File: src/design/assert_macros.svh
// Assertion macros shared by the group-size merge RTL.
`ifndef ASSERT_MACROS_SVH
`define ASSERT_MACROS_SVH
`ifndef SYNTHESIS
`define GSM_ASSERT(label, clk, rst_n, prop) \
    label: assert property (@(posedge clk) disable iff (!rst_n) (prop)) \
        else $error("group-size merge assertion failed");
`define GSM_ASSERT_NEVER(label, clk, rst_n, expr) \
    `GSM_ASSERT(label, clk, rst_n, !(expr))
`else
`define GSM_ASSERT(label, clk, rst_n, prop)
`define GSM_ASSERT_NEVER(label, clk, rst_n, expr)
`endif
`endif

File: src/design/gsm_pkg.sv
// Shared types and constants for the group-size merge coefficient block.
`timescale 1ns / 1ps
`default_nettype none

package gsm_pkg;

    localparam int IDX_W          = 11;
    localparam int SIZE_W         = 11;
    localparam int FRAC_BITS      = 8;
    localparam int SUM_W          = SIZE_W + 1;
    localparam int PROD_W         = SUM_W + SIZE_W;
    localparam int NUM_W          = PROD_W + FRAC_BITS;
    localparam int COEF_W         = NUM_W - SIZE_W;
    localparam int NUM_POINTS_DEF = 1024;

    localparam logic [SIZE_W-1:0] PAIR_DELTA = SIZE_W'(2);
    localparam logic [SIZE_W-1:0] ONE_DELTA  = SIZE_W'(1);

    typedef struct packed {
        logic [IDX_W-1:0] first_group;
        logic [IDX_W-1:0] second_group;
        logic [IDX_W-1:0] target_index;
    } in_item_t;

    typedef struct packed {
        logic [SIZE_W-1:0] from_size;
        logic [SIZE_W-1:0] to_size;
        logic [COEF_W-1:0] coefficient_q8;
        logic              divide_by_zero;
    } out_item_t;

    typedef struct packed {
        logic             en;
        logic [IDX_W-1:0] idx;
    } tbl_rd_req_t;

    typedef struct packed {
        logic              en;
        logic [IDX_W-1:0]  idx;
        logic [SIZE_W-1:0] data;
    } tbl_wr_req_t;

    typedef struct packed {
        logic busy;
        logic done;
    } div_stat_t;

endpackage

`default_nettype wire

File: src/design/gsm_div.sv
// Restoring divider that produces one quotient bit per cycle.
`timescale 1ns / 1ps
`default_nettype none

module gsm_div (
    input  wire                          aclk,
    input  wire                          aresetn,
    input  wire                          start,
    input  wire [gsm_pkg::NUM_W-1:0]     num,
    input  wire [gsm_pkg::SIZE_W-1:0]    den,
    output gsm_pkg::div_stat_t           stat,
    output logic [gsm_pkg::COEF_W-1:0]   quotient
);
    import gsm_pkg::*;

    localparam int CNT_W = $clog2(COEF_W);

    logic [SIZE_W-1:0] rem_reg;
    logic [COEF_W-1:0] work_reg;
    logic [SIZE_W-1:0] den_reg;
    logic [CNT_W-1:0]  cnt_reg;
    logic              busy_reg;
    logic              done_reg;

    logic [SIZE_W:0]   trial;
    logic              ge;

    // The caller guarantees the quotient fits in COEF_W bits, so the top of the
    // dividend is already below the divisor.
    assign trial = {rem_reg, work_reg[COEF_W-1]};
    assign ge    = trial >= {1'b0, den_reg};

    always_ff @(posedge aclk) begin
        if (!aresetn) begin
            busy_reg <= 1'b0;
            done_reg <= 1'b0;
        end else begin
            done_reg <= 1'b0;
            if (start) begin
                rem_reg  <= num[NUM_W-1:COEF_W];
                work_reg <= num[COEF_W-1:0];
                den_reg  <= den;
                cnt_reg  <= CNT_W'(COEF_W - 1);
                busy_reg <= 1'b1;
            end else if (busy_reg) begin
                rem_reg  <= ge ? SIZE_W'(trial - {1'b0, den_reg}) : trial[SIZE_W-1:0];
                work_reg <= {work_reg[COEF_W-2:0], ge};
                cnt_reg  <= cnt_reg - CNT_W'(1);
                if (cnt_reg == '0) begin
                    busy_reg <= 1'b0;
                    done_reg <= 1'b1;
                end
            end
        end
    end

    assign stat.busy = busy_reg;
    assign stat.done = done_reg;
    assign quotient  = work_reg;

endmodule

`default_nettype wire

File: config.mk
export PLATFORM = sky130hd
export DESIGN_NAME = gsm_div
export DESIGN_NICKNAME = d
export VERILOG_FILES = /design/src/design/assert_macros.svh /design/src/design/gsm_pkg.sv /design/src/design/gsm_div.sv
export SDC_FILE = /design/constraint.sdc
export NUM_CORES = 1
export LEC_CHECK = 0
export CORE_MARGIN = 2
export CORE_UTILIZATION = 56
export CTS_CLUSTER_SIZE = 8
export DETAILED_ROUTE_END_ITERATION = 7
export DONT_BUFFER_PORTS = 1
export GPL_ROUTABILITY_DRIVEN = 0
export HOLD_SLACK_MARGIN = 0.06
export PLACE_DENSITY_LB_ADDON = 0.08
export SETUP_SLACK_MARGIN = 0.4
export SLEW_MARGIN = 25
export SYNTH_ARGS = -nofsm -noshare
export SYNTH_HDL_FRONTEND = slang
export SYNTH_SLANG_ARGS = --single-unit
File: constraint.sdc
create_clock -name aclk -period 2.5 [get_ports aclk]
set_clock_uncertainty 0.15 [all_clocks]
set_input_delay 0.375 -clock aclk [delete_from_list [all_inputs] [get_ports aclk]]
set_output_delay 0.375 -clock aclk [all_outputs]
set_load 0.03 [all_outputs]
# Word level (Yosys, flattened, before mapping)
# Cells that the tools add are included.
# W data, S select, Z words.
dict set report word_totals {
  memories 0
  input_bits 45
  reg_bits 49
  mem_bits_ro 0
  latch_bits 0
  word_cells 26
  ramBits 0
}
dict set report op_classes {
  addsub 2
  bitwise 2
  reduce_logical 5
  n_mul 0
  div 0
  shift 0
  muxes 10
  n_lt_le_gt_ge 1
  n_eq_ne 0
}
# cell count
set ops {}
lappend ops {{$mux W20} 2}
lappend ops {{$mux W11} 3}
lappend ops {{$ge A12 B11 Y1} 1}
lappend ops {{$sub A11 B11 Y11} 1}
lappend ops {{$logic_not A5 Y1} 1}
lappend ops {{$mux W5} 1}
lappend ops {{$sub A5 B1 Y5 const B} 1}
lappend ops {{$mux W1} 4}
lappend ops {{$reduce_and A2 Y1} 2}
lappend ops {{$reduce_or A3 Y1} 1}
lappend ops {{$not A1 Y1} 2}
lappend ops {{$reduce_bool A2 Y1} 1}

# Logic depth before layout (Yosys ltp)
dict set report depth {
  depth_word 4
  ltp_mapped 10
  mapped_depth_nobuf 9
}

# Worst setup path before layout
# OpenSTA, ideal clock, no wires.
dict set report synth_path {
  path_kind {register -> register}
  startpoint {reg work_reg[19], in the netlist quotient[19]}
  endpoint {reg rem_reg[3] (data pin)}
  setup_ns 0.261
  t_arrival_ns 2.313
  required_time_ns 2.089
  path_slack_ns -0.224
  stages_incl_launch_ff 10
  path_cell_list {edfxtp_1 -> inv_1 -> ha_1 -> fa_1 -> nand2b_2 -> o2bb2ai_2 -> a21oi_2 -> o2111a_2 -> nor2_4 -> a221o_1}
}
dict set report synth_between {
  elab_chain_len 4
  word_cells_on_any_way 5
}
# item line
set synth_rtl {}
lappend synth_rtl {{start: declaration} gsm_div.sv:19} ;# logic [COEF_W-1:0] work_reg;
lappend synth_rtl {{start signal: assignment} gsm_div.sv:41} ;# work_reg <= num[COEF_W-1:0];
lappend synth_rtl {{start signal: assignment} gsm_div.sv:47} ;# work_reg <= {work_reg[COEF_W-2:0], ge};
lappend synth_rtl {{$sub A11 B11 Y11 / $ge A12 B11 Y1 (equally long branches)} {gsm_div.sv:46, gsm_div.sv:31}}
lappend synth_rtl {{$mux W11 *} gsm_div.sv:46} ;# rem_reg <= ge ? SIZE_W'(trial - {1'b0, den_reg}) : trial[SIZE_W-1:0];
lappend synth_rtl {{$mux W11 *} gsm_div.sv:45} ;# end else if (busy_reg) begin
lappend synth_rtl {{$mux W11 *} gsm_div.sv:39} ;# if (start) begin
lappend synth_rtl {{end signal: assignment} gsm_div.sv:40} ;# rem_reg <= num[NUM_W-1:COEF_W];
lappend synth_rtl {{end signal: assignment} gsm_div.sv:46}
lappend synth_rtl {{end: declaration} gsm_div.sv:18} ;# logic [SIZE_W-1:0] rem_reg;
# Every way passes the cells marked *; elsewhere a longest branch is shown, timed or not. The select of a mux whose other input is x is not followed.
# A chain may end at the register's enable or synchronous reset.

# Worst setup path after layout
dict set report layout_path {
  startpoint {reg den_reg[0]}
  endpoint {reg rem_reg[3] (data pin)}
}
dict set report layout_between {
  elab_chain_len 4
  word_cells_on_any_way 5
}
# item line
set layout_rtl {}
lappend layout_rtl {{start: declaration} gsm_div.sv:20} ;# logic [SIZE_W-1:0] den_reg;
lappend layout_rtl {{start signal: assignment} gsm_div.sv:42} ;# den_reg <= den;
lappend layout_rtl {{$sub A11 B11 Y11 / $ge A12 B11 Y1 (equally long branches)} {gsm_div.sv:46, gsm_div.sv:31}}
lappend layout_rtl {{$mux W11 *} gsm_div.sv:46}
lappend layout_rtl {{$mux W11 *} gsm_div.sv:45}
lappend layout_rtl {{$mux W11 *} gsm_div.sv:39}
# Marked as above.

==> metrics.md <==
| Metric | Value |
|---|---|
| Max reg flops | `20` |
| Antenna violations before repair | `0` |
| Max Slew Vio Count | `0` |
| Total power divided by cell area | `636 nW/um2` |
| Number of remaining DRC errors | `0` |
| Tcrit/Tclk final | `0.982` |
| Power consumption | `approximately 2.0 mW` |
| Buffers plus inverters on the worst setup path | `0` |
| Worst voltage drop across the vdd grid | `0.350 mV` |
| DR WL/cell | `17.0 um` |
| Port Buffers | `0` |
| CTS tree | `yes` |
| Biggest area contributors in the synthesized netlist | `edfxtp_1 (52%), mux2_2 (7.8%), ha_1 (6.0%)` |
| Die area | `5440 um2` |
| Final period demand of the worst path | `2450 ps` |
| Multi-input gate area | `1210 um2` |
| Synth Area in Compound Gates | `0.141` |
| Class of the tightest hold or removal check | `in -> reg` |
| RSZ-0062 raised after global routing | `true` |
| Xor/xnor share of the synthesized area | `0.0289` |
| Global-route usage over all layers | `0.202` |
| Chip Height | `roughly 74 um` |
| Highest-delay cell along the critical path | `edfxtp_1` |
| Cell accounting for the most synthesized area | `edfxtp_1` |
| Area growth from synthesis to layout | `13.0%` |
| Number of nets in the finished design | `roughly 300` |
| Register bit count reported by yosys | `49` |
| Result of the run | `finished clean` |
| Share of post-route cells with drive strength above 1 | `0.233` |
| Initial core utilization | `0.577` |
| Proportion of synthesized flip-flops having asynchronous set or reset | `0` |
| Drt first-iter violations | `73` |
| Row count | `25` |
| Commonest register cell after synthesis | `edfxtp_1` |
| Max incr delay on CP | `420 ps` |
| Avg Vias per Cell | `5.65` |
| Cell at the root of the clock tree | `clkbuf_8` |
| Synthesized area per cell | `12.6 um2` |
| Most common library cell in the layout ignoring fill and taps | `edfxtp_1` |
| Max-slew headroom | `0.683` |
| Syn Std Cell Area | `~2700 um2` |
| Sequential Area | `1450 um2` |
| Detailed placer's ending HPWL | `3610 um` |
| Count of nets left with antenna violations after detail routing | `0` |
| Top Family by Delay on Critical Path | `compound AO/OA/AOI/OAI gates` |
| Number of distinct standard cells referenced by the synthesized netlist | `48` |
| Number of warnings printed during yosys synthesis | `0` |
| Final number of setup-violating endpoints | `0` |
| Simple-Gate Fraction of Synth Area | `0.110` |
| Adder-Cell Fraction of Synth Area | `0.0670` |
| Timing-limited maximum frequency | `roughly 400 MHz` |
| Crit path required time | `2400 ps` |
| Count of maximum capacitance violations | `0` |
| Global-route wire length before repair | `8220 um` |
| Maximum buffer depth of the clock tree | `2` |
| Arrival time at the worst endpoint | `between 2000 and 2500 ps` |
| Vias after detailed routing | `1,712` |
| Number of global-route vias before repair | `~1,700` |
| Fraction of synthesized cell area taken by the top area cell type | `0.517` |
| Non-filler cells in the finished layout | `a little over 300` |
| Clock transition at the register clock pins on the worst setup and hold paths after CTS | `90 ps` |
| Largest net degree at the start of global routing | `60` |
| Top-level port count | `67` |
| Classification of the worst setup path | `reg -> reg` |
| Static power due to leakage | `between 1 and 1.5 nW` |
| Area of the core | `around 4700 um2` |
| Dominant combinational cell family by area after synthesis | `compound AO/OA/AOI/OAI gates` |
| Fill cell total of the finished layout | `between 300 and 400` |
| Worst skew pair latency | `about 300 ps` |
| Hold Violations, Final | `0` |
| Total inserted antenna cells | `0` |
| Number of nets in the synthesized netlist | `276` |
| H-tree levels | `2` |
| Number of instances in the synthesized netlist | `217` |
| Slew at the pin closest to its max-slew limit | `around 470 ps` |
| Most used cells in the layout excluding fill and tap cells | `edfxtp_1 (47), mux2_2 (19), inv_1 (16)` |
| Placed instance count | `281` |
| Worst Setup End Kind | `register` |
| Fraction of synthesized area in multiplexers | `0.0784` |
| CTS Buf Count | `5` |
| Total global routing overflow | `0` |
| Worst Path Max Fanout | `8` |
| Worst-path cell chain | `ha_4 > fa_2 > nand2b_4 > o2bb2ai_4 > a21oi_2 > o2111a_2 > nor2_4 > a221o_1` |
| Startpoint Class | `register` |
| Die X-Extent | `73.8 um` |
| Post-synth EDFFs | `47` |
| Sequential element share of the synthesized area | `0.532` |
| Pre-antenna DRT Iters | `4` |
| TritonCTS sink count | `49` |
| Total Wirelength | `5140 um` |
==> routing by layer <==
metal | wire (um) | up-vias | track usage
li1 | - | 855 | -
met1 | 2250 | 808 | 0.264
met2 | 2560 | 43 | 0.328
met3 | 253 | 6 | 0.0494
met4 | 72 | 0 | 0.0687
met5 | 0 | - | 0
==> report_power, final <==
part	leakage [nW]	internal (mW)	total, mW	switching [mW]
clock	0.0462	0.199	0.468	0.269
sequential	0.460	0.981	1.06	0.0744
combinational	0.628	0.208	0.437	0.230
total	1.13	1.39	1.96	0.573
==> worst paths after layout <==
check             startpoint    endpoint  slack, ps  depth (start not counted)
setup / recovery  den_reg[0]  rem_reg[3]         50                          8
hold / removal       aresetn    busy_reg         90                          2
setup reg to reg  den_reg[0]  rem_reg[3]         50                          8
hold reg to reg   cnt_reg[0]  cnt_reg[0]        460                          1
==> through the flow <==
| step | instance area [um2] | hold WS [ps] | util | setup slack (ps) | TNS [ps] |
|---|---|---|---|---|---|
| final | 3080 | 94.6 | 0.652 | 45.9 | 0 |
| after global routing | 3080 | 90.8 | 0.652 | -42.1 | -77.3 |
| after CTS | 3070 | 91.0 | 0.650 | 40.9 | 0 |
| after detailed placement | 2850 | 324 | 0.602 | -3.03 | -3.03 |
| after global placement | 2850 | 324 | 0.602 | 56.5 | 0 |
| after floorplan | 2760 | 324 | - | -75.1 | -161 |
==> worst reg2reg max path, delay by kind of cell (launching register included) <==
kind / cells / cell delay, ps
AND/OR/NAND/NOR: 2 / 250
AO/OA/AOI/OAI: 4 / 870
flip-flops: 1 / 420
adder cells (fa/ha/maj): 2 / 530
==> area by class of cell <==
cell class	count	share of cell area
inverters	17	0.0207
well taps	67	0.0272
multi-input cells	141	0.392
clock buffers	5	0.0223
repair buffers	21	0.0601
clock inverters	3	0.00690
flip-flops and latches	49	0.471
==> synth_stat cells, drive strengths merged (6+ instances only) <==
cell	number
edfxtp	47
mux2	19
inv	17
ha	13
nor2	12
a21oi	10
nand2	10
nand2b	7
nor2b	7
o21ai	6
==> kinds of logic after synthesis <==
group / count (synthesis)
simple gates: 52
compound gates: 47
xor+xnor: 9
fa+ha+maj: 14
flops: 49
mux: 19
buf+inv: 27
==> what timing repair did <==
item	4_1_cts	5_1_grt
hold endpoints to repair	11	0
endpoints found under the setup margin	12	12
pin swaps	2	1
hold buffers	11	0
cloned	0	0
buffers inserted	3	0
resized for setup	0	4
(Power assumes the default switching activity.)
